### src/sv/kst_pkg.sv
// Shared types, constants and helper functions for the keypad countdown timer.
`timescale 1ns / 1ps

package kst_pkg;

  // Operating modes, encoded as they appear on the mode output.
  typedef enum logic [2:0] {
    MODE_INIT    = 3'd0,
    MODE_MAIN    = 3'd1,
    MODE_TPROMPT = 3'd2,
    MODE_TENTRY  = 3'd3,
    MODE_HPROMPT = 3'd4,
    MODE_HENTRY  = 3'd5,
    MODE_RUN     = 3'd6,
    MODE_PAUSE   = 3'd7
  } mode_t;

  // Keypad characters with a special meaning.
  localparam logic [7:0] KEY_NONE = 8'h00;
  localparam logic [7:0] KEY_ZERO = 8'h30;
  localparam logic [7:0] KEY_ONE  = 8'h31;
  localparam logic [7:0] KEY_TWO  = 8'h32;
  localparam logic [7:0] KEY_NINE = 8'h39;

  localparam logic [11:0] TPM_RESET     = 12'd300;
  localparam logic [5:0]  MINUTE_MAX    = 6'd59;
  localparam logic [3:0]  HOUR_MAX      = 4'd9;
  localparam logic [3:0]  TENS_LIMIT    = 4'd6;
  localparam logic [7:0]  SET_POINT_MAX = 8'd255;
  localparam logic [1:0]  ENTRY_DONE    = 2'd3;

  // Complete architectural state of the timer.
  typedef struct packed {
    mode_t       mode;
    logic [7:0]  held_key;
    logic [1:0]  entry_pos;
    logic [11:0] prescaler;
    logic [3:0]  hours;
    logic [5:0]  minutes;
    logic [7:0]  set_point;
    logic        run;
  } state_t;

  localparam state_t STATE_RESET = '{
    mode:      MODE_INIT,
    held_key:  8'd0,
    entry_pos: 2'd0,
    prescaler: 12'd0,
    hours:     4'd0,
    minutes:   6'd0,
    set_point: 8'd0,
    run:       1'b0
  };

  // Result of one countdown step while running.
  typedef struct packed {
    logic [11:0] prescaler;
    logic [3:0]  hours;
    logic [5:0]  minutes;
    logic        run;
    logic        refresh;
  } countdown_t;

  function automatic logic is_digit(input logic [7:0] k);
    return (k >= KEY_ZERO) && (k <= KEY_NINE);
  endfunction

  function automatic logic [3:0] digit_value(input logic [7:0] k);
    logic [7:0] diff;
    diff = k - KEY_ZERO;
    return diff[3:0];
  endfunction

  // Adds a digit at its decimal weight to the set point, saturating at the maximum.
  function automatic logic [7:0] set_point_add(input logic [7:0] sp, input logic [3:0] d,
                                               input logic [1:0] pos);
    logic [10:0] w;
    logic [10:0] s;
    case (pos)
      2'd0:    w = 11'(d) * 11'd100;
      2'd1:    w = 11'(d) * 11'd10;
      default: w = 11'(d);
    endcase
    s = 11'(sp) + w;
    return (s > 11'(SET_POINT_MAX)) ? SET_POINT_MAX : s[7:0];
  endfunction

  // True when a 12-bit value is a multiple of five, using a reciprocal multiply.
  function automatic logic is_mult5(input logic [11:0] p);
    logic [23:0] prod;
    logic [9:0]  q;
    logic [11:0] r;
    prod = 24'(p) * 24'd3277;
    q    = prod[23:14];
    r    = p - 12'(q) * 12'd5;
    return r == 12'd0;
  endfunction

endpackage

### src/sv/kst_countdown.sv
// Run-mode countdown: prescaler, minute and hour decrement, and refresh pulse.
`timescale 1ns / 1ps

module kst_countdown (
  input  logic [11:0]          prescaler,
  input  logic [3:0]           hours,
  input  logic [5:0]           minutes,
  input  logic [11:0]          tpm,
  output kst_pkg::countdown_t  result
);

  // One running tick: decrement the prescaler or, when it expires, the time.
  always_comb begin
    result.prescaler = prescaler - 12'd1;
    result.hours     = hours;
    result.minutes   = minutes;
    result.run       = 1'b1;
    if (prescaler <= 12'd1) begin
      if (minutes == 6'd0) begin
        if (hours == 4'd0) begin
          result.run = 1'b0;
        end else begin
          result.hours   = hours - 4'd1;
          result.minutes = kst_pkg::MINUTE_MAX;
        end
      end else begin
        result.minutes = minutes - 6'd1;
      end
      result.prescaler = tpm;
    end
    result.refresh = kst_pkg::is_mult5(result.prescaler);
  end

endmodule

### src/sv/kst_step.sv
// Per-tick state update: mode sequencing followed by the work of the new mode.
`timescale 1ns / 1ps

module kst_step (
  input  kst_pkg::state_t cur,
  input  logic [7:0]      key,
  input  logic [11:0]     tpm,
  output kst_pkg::state_t nxt,
  output logic            upd
);

  kst_pkg::mode_t      mode1;
  logic [7:0]          held1;
  logic [1:0]          pos1;
  logic [11:0]         pre1;
  logic                run1;
  kst_pkg::countdown_t cd;
  logic [3:0]          digit;
  logic                key_new;

  // Next mode from the current mode and the sampled key.
  always_comb begin
    mode1 = cur.mode;
    held1 = cur.held_key;
    pos1  = cur.entry_pos;
    pre1  = cur.prescaler;
    run1  = cur.run;
    case (cur.mode)
      kst_pkg::MODE_INIT: begin
        mode1 = kst_pkg::MODE_MAIN;
      end
      kst_pkg::MODE_MAIN: begin
        held1 = key;
        if (key == kst_pkg::KEY_ONE) mode1 = kst_pkg::MODE_TPROMPT;
      end
      kst_pkg::MODE_TPROMPT: begin
        mode1 = kst_pkg::MODE_TENTRY;
        pos1  = 2'd0;
      end
      kst_pkg::MODE_TENTRY: begin
        if (cur.entry_pos == kst_pkg::ENTRY_DONE) mode1 = kst_pkg::MODE_HPROMPT;
      end
      kst_pkg::MODE_HPROMPT: begin
        mode1 = kst_pkg::MODE_HENTRY;
        pos1  = 2'd0;
      end
      kst_pkg::MODE_HENTRY: begin
        if (cur.entry_pos == kst_pkg::ENTRY_DONE) begin
          pre1  = tpm;
          mode1 = kst_pkg::MODE_RUN;
        end
      end
      kst_pkg::MODE_RUN: begin
        if (cur.minutes == 6'd0 && cur.hours == 4'd0) begin
          run1  = 1'b0;
          mode1 = kst_pkg::MODE_INIT;
        end else begin
          held1 = key;
          if (key != kst_pkg::KEY_NONE) mode1 = kst_pkg::MODE_PAUSE;
        end
      end
      default: begin
        // Pause: a fresh '1' exits, a fresh '2' resumes.
        if (key != cur.held_key) begin
          held1 = key;
          if (key == kst_pkg::KEY_ONE) mode1 = kst_pkg::MODE_INIT;
          else if (key == kst_pkg::KEY_TWO) mode1 = kst_pkg::MODE_RUN;
        end
      end
    endcase
  end

  kst_countdown u_countdown (
    .prescaler (pre1),
    .hours     (cur.hours),
    .minutes   (cur.minutes),
    .tpm       (tpm),
    .result    (cd)
  );

  assign digit   = kst_pkg::digit_value(key);
  assign key_new = (key != held1);

  // Work of the new mode.
  always_comb begin
    nxt.mode      = mode1;
    nxt.held_key  = held1;
    nxt.entry_pos = pos1;
    nxt.prescaler = pre1;
    nxt.hours     = cur.hours;
    nxt.minutes   = cur.minutes;
    nxt.set_point = cur.set_point;
    nxt.run       = run1;
    upd           = 1'b0;
    case (mode1)
      kst_pkg::MODE_INIT: begin
        nxt.hours     = 4'd0;
        nxt.minutes   = 6'd0;
        nxt.set_point = 8'd0;
        upd           = 1'b1;
      end
      kst_pkg::MODE_MAIN: begin
        nxt.held_key = kst_pkg::KEY_NONE;
        upd          = 1'b1;
      end
      kst_pkg::MODE_TPROMPT: begin
        upd = 1'b1;
      end
      kst_pkg::MODE_TENTRY: begin
        if (key_new) begin
          nxt.held_key = key;
          if (kst_pkg::is_digit(key) && pos1 != kst_pkg::ENTRY_DONE) begin
            nxt.set_point = kst_pkg::set_point_add(cur.set_point, digit, pos1);
            nxt.entry_pos = pos1 + 2'd1;
          end
          upd = 1'b1;
        end
      end
      kst_pkg::MODE_HPROMPT: begin
        upd = 1'b1;
      end
      kst_pkg::MODE_HENTRY: begin
        if (key_new) begin
          nxt.held_key = key;
          if (kst_pkg::is_digit(key)) begin
            case (pos1)
              2'd0: begin
                nxt.hours     = digit;
                nxt.entry_pos = 2'd1;
              end
              2'd1: begin
                // Minutes tens above five are ignored.
                if (digit < kst_pkg::TENS_LIMIT) begin
                  nxt.minutes   = 6'(digit) * 6'd10;
                  nxt.entry_pos = 2'd2;
                end
              end
              2'd2: begin
                nxt.minutes   = cur.minutes + 6'(digit);
                nxt.entry_pos = kst_pkg::ENTRY_DONE;
              end
              default: begin
              end
            endcase
            upd = 1'b1;
          end
        end
      end
      kst_pkg::MODE_RUN: begin
        nxt.prescaler = cd.prescaler;
        nxt.hours     = cd.hours;
        nxt.minutes   = cd.minutes;
        nxt.run       = cd.run;
        upd           = cd.refresh;
      end
      default: begin
        nxt.run = 1'b0;
        upd     = 1'b1;
      end
    endcase
  end

endmodule

### src/sv/keypad_set_countdown_timer.sv
// Top level of the keypad set-point and countdown timer with its handshake pipeline.
// A request is held in the input stage and then registered in the result register.
// Throughput: one request per cycle unless the result stalls; the state update is
// a single registered pass. A stalled result holds the pipeline; new requests are still
// taken while the input stage is empty or moving.
// Reset (rst, synchronous): init mode, all state zero, ticks_per_minute 300.
`timescale 1ns / 1ps

module keypad_set_countdown_timer (
  input  logic        clk,
  input  logic        rst,
  input  logic        in_valid,
  output logic        in_ready,
  input  logic [7:0]  key_char,
  output logic        out_valid,
  input  logic        out_ready,
  output logic [2:0]  mode,
  output logic        run_enable,
  output logic [7:0]  set_point,
  output logic [3:0]  hours_left,
  output logic [5:0]  minutes_left,
  output logic        display_update,
  input  logic        cfg_valid,
  output logic        cfg_ready,
  input  logic [11:0] ticks_per_minute
);

  kst_pkg::state_t state;
  kst_pkg::state_t state_next;
  logic [11:0]     tpm;
  logic            stage_valid;
  logic [7:0]      key_reg;
  logic            upd_next;
  logic            advance;

  assign advance   = !out_valid || out_ready;
  assign in_ready  = !stage_valid || advance;
  assign cfg_ready = 1'b1;

  // Configuration register.
  always_ff @(posedge clk) begin
    if (rst) begin
      tpm <= kst_pkg::TPM_RESET;
    end else if (cfg_valid) begin
      tpm <= ticks_per_minute;
    end
  end

  // Input stage holds the accepted key.
  always_ff @(posedge clk) begin
    if (rst) begin
      stage_valid <= 1'b0;
    end else if (in_ready) begin
      stage_valid <= in_valid;
    end
  end

  always_ff @(posedge clk) begin
    if (in_valid && in_ready) begin
      key_reg <= key_char;
    end
  end

  kst_step u_step (
    .cur (state),
    .key (key_reg),
    .tpm (tpm),
    .nxt (state_next),
    .upd (upd_next)
  );

  // Architectural state advances when the staged key moves to the result register.
  always_ff @(posedge clk) begin
    if (rst) begin
      state <= kst_pkg::STATE_RESET;
    end else if (stage_valid && advance) begin
      state <= state_next;
    end
  end

  // Result register.
  always_ff @(posedge clk) begin
    if (rst) begin
      out_valid <= 1'b0;
    end else if (advance) begin
      out_valid <= stage_valid;
    end
  end

  always_ff @(posedge clk) begin
    if (stage_valid && advance) begin
      mode           <= 3'(state_next.mode);
      run_enable     <= state_next.run;
      set_point      <= state_next.set_point;
      hours_left     <= state_next.hours;
      minutes_left   <= state_next.minutes;
      display_update <= upd_next;
    end
  end

`ifndef NO_ASSERTIONS
  // Run enable is only high in run mode.
  assert property (@(posedge clk) disable iff (rst)
    out_valid && run_enable |-> mode == 3'(kst_pkg::MODE_RUN))
    else $error("run_enable high outside run mode");

  // Remaining time stays within H:MM range.
  assert property (@(posedge clk) disable iff (rst)
    out_valid |-> (minutes_left <= kst_pkg::MINUTE_MAX) && (hours_left <= kst_pkg::HOUR_MAX))
    else $error("remaining time out of range");

  // State only changes when a staged request moves on.
  assert property (@(posedge clk) disable iff (rst)
    !(stage_valid && advance) |=> $stable(state))
    else $error("state changed without a request");
`endif

endmodule
### config.mk
export PLATFORM = sky130hd
export DESIGN_NAME = keypad_set_countdown_timer
export DESIGN_NICKNAME = d
export VERILOG_FILES = /design/src/sv/kst_pkg.sv /design/src/sv/kst_countdown.sv /design/src/sv/kst_step.sv /design/src/sv/keypad_set_countdown_timer.sv
export SDC_FILE = /design/constraint.sdc
export NUM_CORES = 1
export LEC_CHECK = 0
export BUFFER_PORTS_ARGS = -buffer_cell sky130_fd_sc_hd__buf_2
export CAP_MARGIN = 10
export CORE_ASPECT_RATIO = 1.25
export CORE_MARGIN = 5
export CORE_UTILIZATION = 60
export DETAILED_ROUTE_END_ITERATION = 6
export PLACE_DENSITY = 0.78
export SLEW_MARGIN = 20
export SYNTH_ARGS = -nofsm -noshare
export SYNTH_HDL_FRONTEND = slang
export SYNTH_HIERARCHICAL = 1
export SYNTH_SLANG_ARGS = --single-unit
### constraint.sdc
create_clock -name clk -period 12.6 [get_ports clk]
set_input_delay 2.52 -clock clk [delete_from_list [all_inputs] [get_ports clk]]
set_output_delay 2.52 -clock clk [all_outputs]
set_load 0.01 [all_outputs]
==> summary.md, run 1 <==
| Metric | Value |
|---|---|
| Post-route DRC | `0` |
| Met3 Wirelength | `769 um` |
| DIE AREA | `20,100 sq um` |
| Proportion of synthesized area in mux cells | `6.98%` |
| Dpl ws | `988 ps` |
| Cts bufs inserted | `9` |
| RD Place Congestion | `0.906` |
| Antenna Nets Post-Route | `0` |
| Status | `finished, final reports clean` |
| TritonCTS clock tree | `done` |
| Core area | `17,300 sq um` |
| Htree depth | `3` |
| Initial antenna violation count | `0` |
| Flops & latches, synth | `89` |
| Clock period minus worst slack | `11,710 ps` |
| Crit path launch type | `flip-flop` |
| Starting Density | `60.3%` |
| Clock Latency Late Sink | `340 ps` |
| Post-synthesis cell area | `10,400 sq um` |
| Area Growth Syn to Fin | `5.53%` |
| Dpl hpwl | `18,400 um` |
| CP Capture Type | `flip-flop` |
| Post-DP Area | `10,700 sq um` |
| Top Layer Used | `met4` |
| Max_slew headroom | `27.5%` |
| Most frequent cell after synthesis | `ha_1` |
| Simple-Gate Fraction of Synth Area | `20.1%` |
| Area of the multi-input gates | `7510 sq um` |
| Worst path arrival time | `11,900 ps` |
| Peak supply drop | `359 uV` |
| Final count of negative-setup-slack endpoints | `0` |
| Slowest CP cell | `or4_1` |
| Clk_skew | `7.31 ps` |
| Cell variety after synth | `99` |
| Pwr Density | `249 nW/um^2` |
| Layout cells sized above 1 | `10.3%` |
| Routed vias/inst | `5.79` |
| Number of instances in the placed design | `1,417` |
| Post-CTS Resized | `0` |
| Post-synth EDFFs | `31` |
| Final net count | `1,422` |
| Drt first pass iters | `5` |
| Slew Limit Fails | `0` |
| RSZ-0062 raised after global routing | `false` |
| Tot GR Track Use | `24.2%` |
| Area share of fa/ha/maj cells after synthesis | `26.7%` |
| Die Span X | `128 um` |
| Max-Cap Viols | `0` |
| Ys Warns | `6` |
| Most frequent CP cell | `ha_1` |
| Number of DRC markers after the initial detailed-route iteration | `509` |
| CP max FO | `15` |
| Ant. Diodes | `0` |
| Die Y-Extent | `157 um` |
| Synth top area share | `17.1%` |
| P_leak | `5.06 nW` |
| Fin cells | `1,433` |
| Per-cell routed wire length | `16.6 um` |
| Post-synth top flop | `dfxtp_1` |
| Vias in the first global route | `8,333` |
| Max FFs per register | `44` |
| Worst path max stage delay | `780 ps` |
| Async S/R FF share, synth | `0%` |
| Register area | `2090 sq um` |
| Area leader, netlist | `ha_1` |
| Fin Setup TNS | `0 ps` |
| Largest cells by area after synthesis | `ha_1 17%, dfxtp_1 11%, fa_1 9.6%` |
| Largest Register | `state` |
| Number of port buffers | `49` |
| Fin crit share | `92.9%` |
| Postcts setup bufs | `0` |
| Worst Hold Class | `flip-flop to flip-flop` |
| Post-synth top cells | `143 x ha_1, 132 x inv_1, 110 x nor2_1, 98 x nand2b_1, 58 x dfxtp_1` |
| Final wirelength | `23,800 um` |
| Boundary Pins | `51` |
| Clock Pin Slew Worst Setup and Hold Paths | `70 ps` |
| Setup ws final | `892 ps` |
| Final Power | `2.75 mW` |
| Largest registers | `state: 44 flops, tpm: 12 flops` |
| Xor and xnor fraction of the mapped netlist area | `4.36%` |
| Syn_nets | `1,392` |
| Post-Layout Inst Area | `11,000 sq um` |
| Final hold vios | `0` |
| Mean Syn Cell Area | `8.89 sq um` |
| First-pass GRT wire length | `39,700 um` |
| Row count | `54` |
| Clock Path Buffers | `2` |
| Hold buffers post-CTS | `0` |
| Filler cell count | `1,500` |
| WL met1 | `9800 um` |
| Clk root buf | `clkbuf_16` |
| FMAX | `0.0854 GHz` |
| Post-synthesis sequential area ratio | `20.0%` |
| Complex-gate fraction of the synthesized area | `13.8%` |
| WL met2 | `12,500 um` |
| Required @ worst endpoint | `12,790 ps` |
| Worst setup path class | `flip-flop to flip-flop` |
| Clock Sink Count | `89` |
| Gr ovfl total | `0` |
| Main combinational cell family by area after synthesis | `adder cells` |
| Largest net degree at the start of global routing | `103` |
| Vias | `8,299` |
| Cells after Synth | `1,174` |
| Measured slew at the worst slew-check pin | `1090 ps` |
## path summary, 6_finish.rpt
kind / to / cells after the start / slack [ps] / startpoint
max: display_update$_DFFE_PP_ / 38 / 890 / state[43]$_SDFFE_PP0P_
min: state[23]$_SDFFE_PP0P_ / 2 / 470 / state[23]$_SDFFE_PP0P_
max reg2reg: display_update$_DFFE_PP_ / 38 / 890 / state[43]$_SDFFE_PP0P_
min reg2reg: state[23]$_SDFFE_PP0P_ / 2 / 470 / state[23]$_SDFFE_PP0P_
## through the flow
step | utilization [%] | hold WS [ps]
2_1_floorplan | - | 446
3_3_place_gp | 61.9 | 459
3_5_place_dp | 61.9 | 462
4_1_cts | 63.7 | 477
5_1_grt | 63.7 | 492
6_report | 63.7 | 472
## cell type report
| type | instances | share of cell area [%] |
|---|---|---|
| Tap cell | 224 | 2.55 |
| Multi-Input combinational cell | 911 | 68.2 |
| Clock inverter | 3 | 0.182 |
| Clock buffer | 13 | 2.56 |
| Timing Repair Buffer | 60 | 2.98 |
| Inverter | 133 | 4.53 |
| Sequential cell | 89 | 19.0 |
## critical path, delay by kind of cell, from the launching register on
| family | cells | cell delay [ps] |
|---|---|---|
| xor gates and xnor gates | 2 | 510 |
| buffers and inverters | 5 | 530 |
| adders and majority gates | 9 | 3720 |
| AOI/OAI and AO/OA | 14 | 3380 |
| and+or+nand+nor | 7 | 2370 |
| DFF | 1 | 620 |
| muxes | 1 | 420 |
## power breakdown
group	leakage [nW]	switching, mW	internal, mW
clock network	0.151	0.116	0.157
registers	0.753	0.00923	0.304
logic	4.16	1.21	0.951
total	5.06	1.33	1.41
## cells by family (layout without fill, tap and decap cells)
| family | after synthesis | after routing |
|---|---|---|
| simple gates | 388 | 388 |
| xor+xnor | 49 | 49 |
| fa+ha+maj | 193 | 193 |
| compound gates | 209 | 209 |
| buf+inv | 174 | 209 |
| flops | 89 | 89 |
| mux | 71 | 71 |
| other cells | 1 | 1 |
## routing by layer
layer  vias up  track usage, %
met2       175            46.0
met5         -               0
met4         0            9.35
met1      3959            27.5
li1       4115               -
met3        50            2.55
## layout by cell type, fill, tap and decap left out, types with 6 or more instances in the layout
cell,Yosys,final
nor2_1,110,110
nand4_1,11,11
o21ai_0,40,40
ha_1,143,143
o21ai_1,9,9
a21o_1,20,20
xnor2_1,34,34
buf_2,8,49
nor3_1,17,17
nor2b_1,16,16
xor2_1,13,13
a21oi_1,44,44
o22ai_1,6,6
mux2i_1,57,57
and2_1,6,6
a22o_1,6,6
dfxtp_1,58,58
a22oi_1,6,6
buf_4,2,11
nand2b_1,98,98
inv_1,132,132
edfxtp_1,31,31
a31oi_1,10,10
o211ai_1,10,10
nand3_1,31,31
nand2_1,51,51
clkbuf_16,0,10
mux2_2,14,14
fa_1,50,50
(Power assumes the default switching activity.)
==> inputs of run 2 (changes only) <==
- BUFFER_PORTS_ARGS: -buffer_cell sky130_fd_sc_hd__buf_2 -> -buffer_cell sky130_fd_sc_hd__clkbuf_2
- clock period: 12.6 -> 14.41 ns (I/O delays scaled with it)
==> summary.md, run 2 (synthesized netlist as in run 1, its figures left out) <==
| Metric | Value |
|---|---|
| Fin Setup TNS | `0 ps (unchanged)` |
| Die Span X | `128 um (unchanged)` |
| Final hold vios | `0 (unchanged)` |
| Ant. Diodes | `0 (unchanged)` |
| Area Growth Syn to Fin | `5.46% (about the same)` |
| Final net count | `1,420 (-0.14%)` |
| Clock Latency Late Sink | `340 ps (about the same)` |
| CP max FO | `15 (unchanged)` |
| Internal power | `1.23 mW (-13%)` |
| RSZ-0062 raised after global routing | `false` |
| Layout cells sized above 1 | `10.2% (-0.066 points)` |
| Hold buffers post-CTS | `0 (unchanged)` |
| Worst path max stage delay | `850 ps (+70 ps)` |
| Worst Hold Class | `flip-flop to flip-flop` |
| NetSw | `1.17 mW (-12%)` |
| Die Y-Extent | `157 um (unchanged)` |
| Per-cell routed wire length | `16.9 um (+1.6%)` |
| Max-Cap Viols | `0 (unchanged)` |
| Largest registers | `state: 44 flops, tpm: 12 flops` |
| Largest net degree at the start of global routing | `103 (unchanged)` |
| Row count | `54 (unchanged)` |
| Initial antenna violation count | `0 (unchanged)` |
| Tot GR Track Use | `24.4% (+0.26 points)` |
| Post-CTS Resized | `0 (unchanged)` |
| Gr ovfl total | `0 (unchanged)` |
| DIE AREA | `20,100 sq um (unchanged)` |
| Crit path launch type | `flip-flop` |
| Core area | `17,300 sq um (unchanged)` |
| Max_slew headroom | `27.2% (-0.36 points)` |
| Worst path arrival time | `12,410 ps (+510 ps)` |
| Fin crit share | `84.8% (-8.1 points)` |
| Routed vias/inst | `5.83 (+0.62%)` |
| Starting Density | `60.3% (unchanged)` |
| Final Power | `2.40 mW (-13%)` |
| First-pass GRT wire length | `40,000 um (+0.64%)` |
| Vias in the first global route | `8,430 (+1.2%)` |
| Clock Path Buffers | `2 (unchanged)` |
| Clock Pin Slew Worst Setup and Hold Paths | `70 ps (about the same)` |
| Worst setup path class | `flip-flop to flip-flop` |
| Most frequent cells in the layout | `143 x ha_1, 132 x inv_1, 110 x nor2_1` |
| Vias | `8,339 (+0.48%)` |
| Post-route DRC | `0 (unchanged)` |
| TritonCTS clock tree | `done` |
| Slowest CP cell | `nor2_1` |
| P_leak | `5.07 nW (+0.18%)` |
| Most frequent CP cell | `ha_1` |
| Clk root buf | `clkbuf_16` |
| Slew Limit Fails | `0 (unchanged)` |
| CP Capture Type | `flip-flop` |
| Filler cell count | `1,491 (-0.60%)` |
| Number of port buffers | `49 (unchanged)` |
| Clk network pwr share | `10.3% (+0.3 points)` |
| Measured slew at the worst slew-check pin | `1090 ps (+1.36 ps)` |
| Postcts setup bufs | `0 (unchanged)` |
| Sequential share of power | `11.4% (about the same)` |
| Drt first pass iters | `5 (unchanged)` |
| Clk_skew | `8.43 ps (+1.12 ps)` |
| Required @ worst endpoint | `14,600 ps (+1810 ps)` |
| Dpl hpwl | `18,600 um (+1.1%)` |
| Pwr Density | `218 nW/um^2 (-12%)` |
| Logic pwr share | `78.3% (-0.3 points)` |
| RD Place Congestion | `0.952 (+5.0%)` |
| Antenna Nets Post-Route | `0 (unchanged)` |
| Final count of negative-setup-slack endpoints | `0 (unchanged)` |
| Max FFs per register | `44 (unchanged)` |
| Status | `finished, final reports clean` |
| Boundary Pins | `51 (unchanged)` |
| FMAX | `0.0818 GHz (-4.2%)` |
| Htree depth | `3 (unchanged)` |
| Most common cell after layout, fill and taps aside | `ha_1` |
| Clock period minus worst slack | `12,220 ps (+513 ps)` |
| Clock Sink Count | `89 (unchanged)` |
| Largest Register | `state` |
| Sw Ratio | `48.7% (+0.14 points)` |
| Peak supply drop | `290 uV (-19%)` |
| Number of DRC markers after the initial detailed-route iteration | `478 (-6.1%)` |
| Cts bufs inserted | `9 (unchanged)` |
| Final hold slack | `475 ps (+2.20 ps)` |
| Final wirelength | `24,100 um (+1.5%)` |
## run 2: routing by layer
| metal | track usage [%] | wire length (um) | up-vias |
|---|---|---|---|
| li1 | - | - | 4106 |
| met1 | 27.2 | 9770 | 4009 |
| met2 | 47.1 | 12900 | 168 |
| met3 | 2.68 | 716 | 56 |
| met4 | 9.15 | 709 | 0 |
| met5 | 0 | 0 | - |
## run 2: worst max-delay path, delay by kind of cell, from the launching register on
kind	cells	cell delay [ps]
muxes	1	490
buffers and inverters	4	290
AOI/OAI and AO/OA	14	3380
and+or+nand+nor	7	3120
xor gates and xnor gates	2	450
adders and majority gates	9	3680
DFF	1	630
## run 2: area by class of cell
type	count	area, sq um	area share [%]
Sequential cell	89	2090	19.0
Multi-Input combinational cell	911	7510	68.3
Clock buffer	9	225	2.05
Inverter	133	499	4.54
Timing Repair Buffer	58	313	2.84
Tap cell	224	280	2.55
Clock inverter	7	83.8	0.762
## run 2: final timing paths
kind                     startpoint                        to  slack [ps]  depth (start not counted)
min reg2reg  state[29]$_SDFFE_PP0P_    state[29]$_SDFFE_PP0P_         470                          2
max reg2reg  state[43]$_SDFFE_PP0P_  display_update$_DFFE_PP_        2190                         37
max          state[43]$_SDFFE_PP0P_  display_update$_DFFE_PP_        2190                         37
min          state[29]$_SDFFE_PP0P_    state[29]$_SDFFE_PP0P_         470                          2
## run 2: power by group through the flow
stage	Clock, mW	Sequential [mW]	Combinational (mW)
2_1_floorplan	0	0.277	1.50
3_3_place_gp	0	0.280	1.83
3_5_place_dp	0	0.280	1.86
4_1_cts	0.256	0.274	1.87
5_1_grt	0.268	0.275	2.10
6_report	0.248	0.274	1.88
## run 2: stage by stage
step	cells	util, %	worst slack, ps	area, sq um
after floorplan	1174	-	3940	10400
after global placement	1415	61.8	2650	10700
after detailed placement	1415	61.8	2290	10700
after CTS	1431	63.6	2280	11000
after global routing	1431	63.6	1370	11000
final	1431	63.6	2190	11000
==> inputs of run 3 (changes only) <==
- clock period: 14.41 -> 12 ns (I/O delays scaled with it)
==> summary.md, run 3 (synthesized netlist as in run 1, its figures left out) <==
| Metric | Value |
|---|---|
| P_leak | `5.08 nW (+0.24%)` |
| Crit path launch type | `flip-flop` |
| Measured slew at the worst slew-check pin | `1070 ps (-20.1 ps)` |
| Clock period minus worst slack | `11,170 ps (-1050 ps)` |
| Worst path max stage delay | `810 ps (-40 ps)` |
| Internal power | `1.47 mW (+19%)` |
| Final wirelength | `24,100 um (-0.33%)` |
| WL met1 | `9840 um (+0.78%)` |
| TritonCTS clock tree | `done` |
| Largest registers | `state: 44 flops, tpm: 12 flops` |
| Die Span X | `128 um (unchanged)` |
| Reg2reg path depth | `38 (+2.7%)` |
| Ant. Diodes | `0 (unchanged)` |
| Clk_skew | `6.78 ps (-1.65 ps)` |
| Max FFs per register | `44 (unchanged)` |
| Vias in the first global route | `8,406 (-0.28%)` |
| Hold buffers post-CTS | `0 (unchanged)` |
| First-pass GRT wire length | `40,000 um (about the same)` |
| Cts bufs inserted | `9 (unchanged)` |
| Slew Limit Fails | `0 (unchanged)` |
| Met3 Wirelength | `961 um (+34%)` |
| Final count of negative-setup-slack endpoints | `0 (unchanged)` |
| Boundary Pins | `51 (unchanged)` |
| Clk network pwr share | `10.3% (about the same)` |
| Sequential share of power | `11.5% (about the same)` |
| Clock Sink Count | `89 (unchanged)` |
| Antenna Nets Post-Route | `0 (unchanged)` |
| Die Y-Extent | `157 um (unchanged)` |
| Slowest CP cell | `or4_1` |
| WL met2 | `12,500 um (-3.7%)` |
| Number of port buffers | `49 (unchanged)` |
| CP Capture Type | `flip-flop` |
| Largest net degree at the start of global routing | `103 (unchanged)` |
| DIE AREA | `20,100 sq um (unchanged)` |
| Final net count | `1,423 (+0.21%)` |
| Initial antenna violation count | `1 (+1)` |
| Routed vias/inst | `5.85 (+0.46%)` |
| Postcts setup bufs | `0 (unchanged)` |
| Number of DRC markers after the initial detailed-route iteration | `596 (+25%)` |
| Filler cell count | `1,505 (+0.94%)` |
| Final Power | `2.88 mW (+20%)` |
| Per-cell routed wire length | `16.8 um (-0.54%)` |
| Gr ovfl total | `0 (unchanged)` |
| Status | `finished, final reports clean` |
| Htree depth | `3 (unchanged)` |
| Clock Latency Late Sink | `350 ps (about the same)` |
| Tot GR Track Use | `24.5% (+0.080 points)` |
| NetSw | `1.40 mW (+20%)` |
| Fin Setup TNS | `0 ps (unchanged)` |
| Max_slew headroom | `28.8% (+1.6 points)` |
| Required @ worst endpoint | `12,190 ps (-2410 ps)` |
| Post-route DRC | `0 (unchanged)` |
| Row count | `54 (unchanged)` |
| Hold path cells | `2 (unchanged)` |
| Clock Path Buffers | `2 (unchanged)` |
| Drt first pass iters | `6 (+1)` |
| Worst setup path class | `flip-flop to flip-flop` |
| Logic pwr share | `78.3% (about the same)` |
| Largest Register | `state` |
| RSZ-0062 raised after global routing | `false` |
| Core area | `17,300 sq um (unchanged)` |
| Top Layer Used | `met5` |
| Most common cell after layout, fill and taps aside | `ha_1` |
| Fin crit share | `93.1% (+8.3 points)` |
| Pwr Density | `261 nW/um^2 (+19%)` |
| Worst Hold Class | `flip-flop to flip-flop` |
| Starting Density | `60.3% (unchanged)` |
| Vias | `8,395 (+0.67%)` |
| CP max FO | `15 (unchanged)` |
| Area Growth Syn to Fin | `5.61%` |
| Dpl hpwl | `18,500 um (-0.59%)` |
| FMAX | `0.0895 GHz (+9.4%)` |
| Most frequent CP cell | `ha_1` |
| Sw Ratio | `48.8% (+0.12 points)` |
| Final hold vios | `0 (unchanged)` |
| Post-CTS Resized | `0 (unchanged)` |
| Clk root buf | `clkbuf_16` |
| Layout cells sized above 1 | `10.4% (+0.22 points)` |
| Max-Cap Viols | `0 (unchanged)` |
| Most frequent cells in the layout | `143 x ha_1, 132 x inv_1, 110 x nor2_1` |
| RD Place Congestion | `0.953 (+0.20%)` |
| Peak supply drop | `313 uV (+8.0%)` |
| Worst path arrival time | `11,360 ps (-1050 ps)` |
| Clock Pin Slew Worst Setup and Hold Paths | `70 ps (about the same)` |
-- run 3: final timing paths --
| check | start | endpoint | slack (ps) |
|---|---|---|---|
| min reg2reg | state[19]$_SDFFE_PP0P_ | state[19]$_SDFFE_PP0P_ | 480 |
| max reg2reg | state[43]$_SDFFE_PP0P_ | display_update$_DFFE_PP_ | 830 |
| min | state[19]$_SDFFE_PP0P_ | state[19]$_SDFFE_PP0P_ | 480 |
| max | state[43]$_SDFFE_PP0P_ | display_update$_DFFE_PP_ | 830 |
-- run 3: critical path, delay by kind of cell, from the launching register on --
kind / cells / cell delay [ps]
muxes: 1 / 430
adders and majority gates: 9 / 3620
xor gates and xnor gates: 2 / 410
buffers and inverters: 5 / 520
AOI/OAI and AO/OA: 14 / 3030
and+or+nand+nor: 7 / 2390
DFF: 1 / 630
-- run 3: final cells by class --
cell class                      instances  area (sq um)  area share (%)
Clock buffer                            9           225            2.04
Inverter                              133           499            4.53
Sequential cell                        89          2090            19.0
Tap cell                              224           280            2.54
Clock inverter                          7          77.6           0.704
Multi-Input combinational cell        911          7510            68.2
Timing Repair Buffer                   61           335            3.04
-- run 3: power groups by stage --
stage          combinational, mW  sequential (mW)  clock [mW]
4_1_cts                     2.23            0.330       0.301
3_5_place_dp                2.21            0.336           0
6_report                    2.25            0.330       0.295
2_1_floorplan               1.80            0.333           0
5_1_grt                     2.53            0.331       0.315
3_3_place_gp                2.19            0.336           0
-- run 3: routing by layer --
| layer | vias to the layer above | track usage [%] |
|---|---|---|
| li1 | 4124 | - |
| met1 | 3990 | 28.0 |
| met2 | 225 | 46.0 |
| met3 | 54 | 2.78 |
| met4 | 2 | 10.1 |
| met5 | - | 0 |
-- run 3: metrics by stage --
| step | cell area [sq um] | hold slack (ps) | utilization [%] | std cells | setup WS, ps |
|---|---|---|---|---|---|
| after detailed placement | 10700 | 463 | 62.0 | 1418 | 916 |
| after CTS | 11000 | 476 | 63.7 | 1434 | 877 |
| after floorplan | 10400 | 446 | - | 1174 | 1530 |
| final | 11000 | 475 | 63.7 | 1434 | 831 |
| after global routing | 11000 | 488 | 63.7 | 1434 | 105 |
| after global placement | 10700 | 459 | 62.0 | 1418 | 1160 |
